### config.mk
export PLATFORM = sky130hd
export DESIGN_NAME = stable_priority_queue_unit
export DESIGN_NICKNAME = d
export VERILOG_FILES = /design/src/rtl/core/spq_pkg.sv /design/src/rtl/core/spq_cell.sv /design/src/rtl/core/spq_out_buf.sv /design/src/rtl/core/stable_priority_queue_unit.sv
export SDC_FILE = /design/constraint.sdc
export NUM_CORES = 2
export LEC_CHECK = 0
export BUFFER_PORTS_ARGS = -buffer_cell sky130_fd_sc_hd__buf_2
export CAP_MARGIN = 10
export CORE_UTILIZATION = 41
export CTS_CLUSTER_DIAMETER = 60
export DETAILED_ROUTE_END_ITERATION = 12
export PLACE_DENSITY = 0.59
export SYNTH_ARGS = -nofsm -noshare
export SYNTH_HDL_FRONTEND = slang
export SYNTH_HIERARCHICAL = 1
export SYNTH_SLANG_ARGS = --single-unit
### constraint.sdc
create_clock -name clock -period 7.1 [get_ports clock]
set_input_delay 1.42 -clock clock [delete_from_list [all_inputs] [get_ports clock]]
set_output_delay 1.42 -clock clock [all_outputs]
set_load 0.02 [all_outputs]
### src/rtl/core/spq_pkg.sv
// Package for the stable sorted priority queue.
// Holds command and status codes, the cell control bundle and the result layout.
// Used by spq_cell, spq_out_buf and stable_priority_queue_unit.
package spq_pkg;

   localparam int ValueWidth = 32;
   localparam int PrioWidth  = 16;
   localparam int FillWidth  = 5;
   localparam int ReqWidth   = 56;
   localparam int RspWidth   = 40;

   typedef enum logic [1:0] {
      CMD_ENQ  = 2'd0,
      CMD_DEQ  = 2'd1,
      CMD_PEEK = 2'd2
   } cmd_type;

   typedef enum logic [1:0] {
      ST_OK    = 2'd0,
      ST_UNDER = 2'd1,
      ST_OVER  = 2'd2
   } status_type;

   typedef struct packed {
      logic                         enq;
      logic                         deq;
      logic signed [PrioWidth-1:0]  prio;
      logic signed [ValueWidth-1:0] value;
   } cell_ctrl_type;

   typedef struct packed {
      logic [FillWidth-1:0]         fill_count;
      status_type                   status;
      logic signed [ValueWidth-1:0] head_value;
   } rsp_type;

endpackage

### src/rtl/core/spq_cell.sv
// One slot of the sorted queue chain: holds a value and priority pair.
// Depends on spq_pkg; neighbors are other spq_cell instances.
module spq_cell (
   input  logic                                 clock,
   input  spq_pkg::cell_ctrl_type               ctrl,
   input  logic                                 occupied,
   input  logic                                 left_keep,
   input  logic signed [spq_pkg::ValueWidth-1:0] left_value,
   input  logic signed [spq_pkg::PrioWidth-1:0]  left_prio,
   input  logic signed [spq_pkg::ValueWidth-1:0] right_value,
   input  logic signed [spq_pkg::PrioWidth-1:0]  right_prio,
   output logic                                 keep,
   output logic signed [spq_pkg::ValueWidth-1:0] value,
   output logic signed [spq_pkg::PrioWidth-1:0]  prio
);
   import spq_pkg::*;

   logic signed [ValueWidth-1:0] value_ff, value_in;
   logic signed [PrioWidth-1:0]  prio_ff, prio_in;

   // An entry stays in place on insert when it is held and not ranked after the new pair.
   assign keep = occupied && (prio_ff <= ctrl.prio);

   always_comb begin
      value_in = value_ff;
      prio_in  = prio_ff;
      if (ctrl.enq) begin
         if (!keep) begin
            if (left_keep) begin
               value_in = ctrl.value;
               prio_in  = ctrl.prio;
            end else begin
               value_in = left_value;
               prio_in  = left_prio;
            end
         end
      end else if (ctrl.deq) begin
         value_in = right_value;
         prio_in  = right_prio;
      end
   end

   always_ff @(posedge clock) begin
      value_ff <= value_in;
      prio_ff  <= prio_in;
   end

   assign value = value_ff;
   assign prio  = prio_ff;

endmodule

### src/rtl/core/spq_out_buf.sv
// Two-entry output register with skid stage for queue responses.
// Depends on spq_pkg for the response layout.
module spq_out_buf (
   input  logic             clock,
   input  logic             reset,
   input  logic             in_valid,
   output logic             in_ready,
   input  spq_pkg::rsp_type in_data,
   output logic             out_valid,
   input  logic             out_ready,
   output spq_pkg::rsp_type out_data
);
   import spq_pkg::*;

   logic    main_valid_ff, main_valid_in;
   logic    skid_valid_ff, skid_valid_in;
   rsp_type main_ff, main_in;
   rsp_type skid_ff, skid_in;
   logic    take;
   logic    put;

   assign in_ready = !skid_valid_ff;
   assign put      = in_valid && in_ready;
   assign take     = main_valid_ff && out_ready;

   always_comb begin
      main_valid_in = main_valid_ff;
      skid_valid_in = skid_valid_ff;
      main_in       = main_ff;
      skid_in       = skid_ff;
      if (put) begin
         if (!main_valid_ff || take) begin
            main_in       = in_data;
            main_valid_in = 1'b1;
         end else begin
            skid_in       = in_data;
            skid_valid_in = 1'b1;
         end
      end else if (take) begin
         if (skid_valid_ff) begin
            main_in       = skid_ff;
            skid_valid_in = 1'b0;
         end else begin
            main_valid_in = 1'b0;
         end
      end
   end

   always_ff @(posedge clock) begin
      if (reset) begin
         main_valid_ff <= 1'b0;
         skid_valid_ff <= 1'b0;
      end else begin
         main_valid_ff <= main_valid_in;
         skid_valid_ff <= skid_valid_in;
      end
      main_ff <= main_in;
      skid_ff <= skid_in;
   end

   assign out_valid = main_valid_ff;
   assign out_data  = main_ff;

endmodule

### src/rtl/core/stable_priority_queue_unit.sv
// Top level of the stable sorted priority queue: command decode, fill count, cell chain.
// Depends on spq_pkg, spq_cell and spq_out_buf.
//
//   Channel  Direction  Payload
//   req_     in         cmd, item_value, item_priority
//   rsp_     out        head_value, status, fill_count
//
// Each request is decoded and applied to the cell chain in the cycle it is accepted,
// so one request per cycle is sustained while the output buffer has room; the response
// is registered there. The rate rests on the combinational compare across all cells.
// Reset empties the queue by clearing the fill count; entry contents are not cleared.
// A stalled response channel is absorbed by a two-entry output buffer; requests stop
// only when both entries hold responses.
module stable_priority_queue_unit #(
   parameter int DEPTH = 16
) (
   input  logic                         clock,
   input  logic                         reset,
   input  logic                         req_tvalid,
   output logic                         req_tready,
   // cmd [1:0], item_value [33:2], item_priority [49:34], zeros above
   input  logic [spq_pkg::ReqWidth-1:0] req_tdata,
   output logic                         rsp_tvalid,
   input  logic                         rsp_tready,
   // head_value [31:0], status [33:32], fill_count [38:34], zero at bit 39
   output logic [spq_pkg::RspWidth-1:0] rsp_tdata
);
   import spq_pkg::*;

   localparam int CountWidth = $clog2(DEPTH + 1);

   logic [CountWidth-1:0]        count_ff, count_in;
   logic                         accept;
   cmd_type                      cmd;
   logic signed [ValueWidth-1:0] req_value;
   logic signed [PrioWidth-1:0]  req_prio;
   logic                         full;
   logic                         empty;
   cell_ctrl_type                ctrl;
   rsp_type                      rsp;
   rsp_type                      rsp_out;

   logic signed [ValueWidth-1:0] cell_value [DEPTH];
   logic signed [PrioWidth-1:0]  cell_prio [DEPTH];
   logic                         cell_keep [DEPTH];

   assign cmd       = cmd_type'(req_tdata[1:0]);
   assign req_value = req_tdata[33:2];
   assign req_prio  = req_tdata[49:34];
   assign accept    = req_tvalid && req_tready;
   assign full      = (count_ff == CountWidth'(DEPTH));
   assign empty     = (count_ff == '0);

   always_comb begin
      ctrl.enq       = 1'b0;
      ctrl.deq       = 1'b0;
      ctrl.prio      = req_prio;
      ctrl.value     = req_value;
      count_in       = count_ff;
      rsp.head_value = '0;
      rsp.status     = ST_OK;
      case (cmd)
         CMD_ENQ: begin
            if (full) begin
               rsp.status = ST_OVER;
            end else begin
               ctrl.enq = accept;
               count_in = count_ff + CountWidth'(1);
            end
         end
         CMD_DEQ: begin
            if (empty) begin
               rsp.status = ST_UNDER;
            end else begin
               ctrl.deq       = accept;
               count_in       = count_ff - CountWidth'(1);
               rsp.head_value = cell_value[0];
            end
         end
         CMD_PEEK: begin
            if (empty) begin
               rsp.status = ST_UNDER;
            end else begin
               rsp.head_value = cell_value[0];
            end
         end
         default: begin
            count_in = count_ff;
         end
      endcase
      rsp.fill_count = FillWidth'(count_in);
   end

   always_ff @(posedge clock) begin
      if (reset) begin
         count_ff <= '0;
      end else if (accept) begin
         count_ff <= count_in;
      end
   end

   for (genvar i = 0; i < DEPTH; i++) begin : g_cell
      logic                         occupied;
      logic                         left_keep;
      logic signed [ValueWidth-1:0] left_value;
      logic signed [PrioWidth-1:0]  left_prio;
      logic signed [ValueWidth-1:0] right_value;
      logic signed [PrioWidth-1:0]  right_prio;

      assign occupied = (CountWidth'(i) < count_ff);

      if (i == 0) begin : g_first
         assign left_keep  = 1'b1;
         assign left_value = req_value;
         assign left_prio  = req_prio;
      end else begin : g_inner
         assign left_keep  = cell_keep[i-1];
         assign left_value = cell_value[i-1];
         assign left_prio  = cell_prio[i-1];
      end

      if (i == DEPTH - 1) begin : g_last
         assign right_value = cell_value[i];
         assign right_prio  = cell_prio[i];
      end else begin : g_mid
         assign right_value = cell_value[i+1];
         assign right_prio  = cell_prio[i+1];
      end

      spq_cell u_cell (
         .clock       (clock),
         .ctrl        (ctrl),
         .occupied    (occupied),
         .left_keep   (left_keep),
         .left_value  (left_value),
         .left_prio   (left_prio),
         .right_value (right_value),
         .right_prio  (right_prio),
         .keep        (cell_keep[i]),
         .value       (cell_value[i]),
         .prio        (cell_prio[i])
      );
   end

   spq_out_buf u_out_buf (
      .clock     (clock),
      .reset     (reset),
      .in_valid  (req_tvalid),
      .in_ready  (req_tready),
      .in_data   (rsp),
      .out_valid (rsp_tvalid),
      .out_ready (rsp_tready),
      .out_data  (rsp_out)
   );

   assign rsp_tdata = {1'b0, rsp_out.fill_count, rsp_out.status, rsp_out.head_value};

endmodule

After elaboration in Yosys (flattened, before gate mapping):

Index checks and enable logic that the tools add are counted.

* register bits: 853
* bits of input ports: 60
* output and inout bits: 42
* logic and storage cells: 288

* add/sub/neg operators: 2
* $lt $le $gt $ge: 32
* equality and inequality tests: 21
* muxes and demuxes: 143
* bitwise logic cells: 2
* reduce and logical (&&, ||, !) cells: 47

Operators by type and width (count)
* $mux 32: 62
* $mux 16: 60
* $le 16x16->1: 16
* $mux 39: 4
* $lt 4x5->1 const A: 8
* $reduce_and 2->1: 18
* $ne 2x2->1 const B: 17
* $lt 3x5->1 const A: 4
* $logic_and 1x1->1: 18
* $mux 1: 12
* $lt 1x5->1 const A: 2
* $lt 2x5->1 const A: 2
* $mux 5: 2
* $pmux 5 s2: 1
* $reduce_and 3->1: 2
* $reduce_bool 2->1: 3
* $add 5x1->5 const B: 1
* $eq 5x5->1 const B: 1
* $logic_not 5->1: 1
* $sub 5x1->5 const B: 1
* $pmux 2 s2: 1
* $eq 2x1->1 const B: 1
* $eq 2x2->1 const B: 1
* $logic_not 1->1: 2
* other kinds (6): 7

Logic depth before layout (Yosys ltp):

* word-level depth: 6
* mapped depth: 12

By module:

Netlist, hierarchy kept.

By module, submodules not included
* spq_cell at g_cell[0].u_cell ...: instances 10, cells each 277, area each 2892.8 um^2, sequential area each 1441.4 um^2
* spq_cell at g_cell[5].u_cell ...: instances 5, cells each 271, area each 2855.2 um^2, sequential area each 1441.4 um^2
* spq_out_buf: instances 1, cells each 135, area each 3131.8 um^2, sequential area each 2382.3 um^2
* spq_cell at g_cell[12].u_cell: instances 1, cells each 277, area each 2895.3 um^2, sequential area each 1441.4 um^2
* stable_priority_queue_unit: instances 1, cells each 159, area each 1038.5 um^2, sequential area each 100.1 um^2

Least setup slack after synthesis:

OpenSTA, ideal clock, no wires.

* path type: input-to-reg
* start: in req_tdata[1] (netlist bit)
* end: reg g_cell[0].u_cell.prio_ff[0] (enable)
* library setup time: 0.457 ns
* data arrival time: 5.084 ns
* data required time: 6.643 ns
* slack: 1.559 ns
* stages on the path: 8
* buffers on the path: 3
* cells stage by stage: inv_1 -> ha_1 -> buf_2 -> and3_1 -> clkbuf_1 -> clkbuf_1 -> nand2_1 -> o31ai_2

RTL lines
* start: declaration: line stable_priority_queue_unit.sv:22 `input logic [spq_pkg::ReqWidth-1:0] req_tdata,`
* end signal: assignment: line spq_cell.sv:45 `prio_ff <= prio_in;`
* end: declaration: line spq_cell.sv:19 `logic signed [PrioWidth-1:0] prio_ff, prio_in;`

==> impl_metrics.env <==
export IMPL_status="finished clean"
export IMPL_htree_num_levels=3
export IMPL_cp_end_kind="flop"
export IMPL_clockBufferDepth=3
export IMPL_fp_dieH_um=352
export IMPL_cts_resized_gates=0
export IMPL_dp_cells=6171
export IMPL_cp_required_ns=7.47
export IMPL_core_area_mm2=0.122
export IMPL_tightestPinTransition_ns=1.44
export IMPL_grt_pass1_wl_um=183000
export IMPL_routedWlPerCell_um=18.2
export IMPL_nets=4976
export IMPL_r2r_slack_ns=2.78
export IMPL_slew_headroom_pct=4.31
export IMPL_critPathKind="in2reg"
export IMPL_post_route_period_util_pct=66.5
export IMPL_drv_slew=0
export IMPL_dr_pass1_iters=5
export IMPL_antenna_left=0
export IMPL_path_clk_slew_ns=0.06
export IMPL_grt_total_usage_pct=18.3
export IMPL_ctsHoldBuffers=0
export IMPL_cp_arrival_ns=5.09
export IMPL_rsz0062_at_grt="false"
export IMPL_min_period_ns=4.72
export IMPL_postSynthCellCount=4694
export IMPL_drive_gt1_share_pct=8.83
export IMPL_finalWeightedCongestion=0.804
export IMPL_fp_row_count=128
export IMPL_numPortBuffers=94
export IMPL_syn_area_per_cell_um2=10.7
export IMPL_antenna_found_initial=17
export IMPL_final_cells=6361
export IMPL_floorplan_initialDensity_pct=41.3
export IMPL_setup_tns_ns=0
export IMPL_die_w_um=352
export IMPL_syn_to_final_growth_pct=10.7
export IMPL_ioPinCount=102
export IMPL_yosys_warnings=6
export IMPL_gr_total_overflow=0
export IMPL_dieArea_mm2=0.124
export IMPL_avgViaCountPerCell=5.26
export IMPL_power_density_mw_per_mm2=248
export IMPL_drt_drc_violations_left=0
export IMPL_cts_made_buffers=105
export IMPL_max_freq_ghz=0.212
export IMPL_cap_viol_max_count=0
export IMPL_mappedNetlistNets=5017
export IMPL_fin_worst_skew_ns=0.0546
export IMPL_wl_um=116000
export IMPL_drt_initial_drc_count=2494
export IMPL_cts_tree="built"
export IMPL_via_count=33457
export IMPL_syn_area_mm2=0.0503
export IMPL_leakage_nw=20.3
export IMPL_setup_viol_count_final=0
export IMPL_grt_pass1_vias=32140
export IMPL_clock_sinks=853
export IMPL_insertion_delay_ns=0.71
export IMPL_cts_root_buf="clkbuf_16"
export IMPL_worstPathMaxFanout=48
export IMPL_start_kind="input port"
export IMPL_min_path_type="reg2reg"
export IMPL_hpwl_um=78600
export IMPL_n_fill_cell=11300
export IMPL_hold_viol_final=0
export IMPL_grt_max_degree=261
export IMPL_ir_drop_mv=0.184
export IMPL_post_cts_buffers=0
-- registers in the layout, summed over array words and instances (netlist names) --
register / flops
g_cell.u_cell/value: 512
g_cell.u_cell/prio: 256
u_out_buf/out_data: 39
u_out_buf/skid_ff: 39
count_ff: 5
u_out_buf/out_valid: 1
u_out_buf/skid_valid_ff: 1
-- critical path, cell delays in order --
cell and delay (ns):
buf_2 0.52, inv_1 0.10, ha_1 0.34, nand4_2 0.18
nor4_2 0.52, o21ai_1 0.18, a31oi_1 0.37, o31a_2 0.20
buf_4 0.76, mux2i_1 0.27, a21oi_1 0.11
-- layout make-up --
cell class | count | area [um2] | share of cell area [%]
diodes | 4 | 10.0 | 0.0180
clock buffers | 130 | 2780 | 5.00
clock inverters | 56 | 617 | 1.11
inverters | 320 | 1200 | 2.16
multi-input cells | 3226 | 22400 | 40.2
flip-flops and latches | 853 | 25500 | 45.9
well taps | 1625 | 2030 | 3.65
repair buffers | 147 | 1080 | 1.94
-- stage by stage --
step           total power [mW]  setup WS [ns]  util [%]  area [um2]  hold WS [ns]
6_report                   13.8           2.38      45.7       55600         0.523
5_1_grt                    14.4           2.21      45.7       55600         0.553
4_1_cts                    13.9           2.47      45.7       55600         0.543
3_5_place_dp               8.59           1.73      42.9       52200         0.533
3_3_place_gp               8.52           1.81      42.9       52200         0.530
2_1_floorplan              7.94           1.56         -       50300         0.523
-- path summary, 6_finish.rpt --
check | endpoint | cells after the start | start
worst min register to register | u_out_buf/out_data[28] | 1 | u_out_buf/skid_ff[28]
worst max register to register | g_cell[2].u_cell/value[5] | 8 | count_ff[0]
worst min-delay path | u_out_buf/out_data[28] | 1 | u_out_buf/skid_ff[28]
worst max-delay path | g_cell[15].u_cell/value[10] | 11 | req_tdata[48]
-- power breakdown --
group	switching [mW]	leakage, nW	internal [mW]
registers	0.264	7.92	6.17
clock network	2.15	1.63	3.14
logic	1.31	10.8	0.749
-- cell usage in the layout, fill, tap and decap left out, drive strengths merged, types with 33 or more instances in the layout --
cell and n:
nand3 33, o21ai 34, nand2 76, and3 35
a21oi 855, ha 263, nand4 38, edfxtp 846
nor2 826, mux2i 779, a21o 37, clkbuf 130
mux2 40, inv 325, buf 147
-- layer usage --
layer	vias up	track usage [%]	routed length, um
li1	17086	-	-
met1	15464	26.7	57100
met2	733	27.9	49900
met3	156	3.32	6310
met4	18	4.60	2160
met5	-	0	114
(Power assumes the default switching activity.)
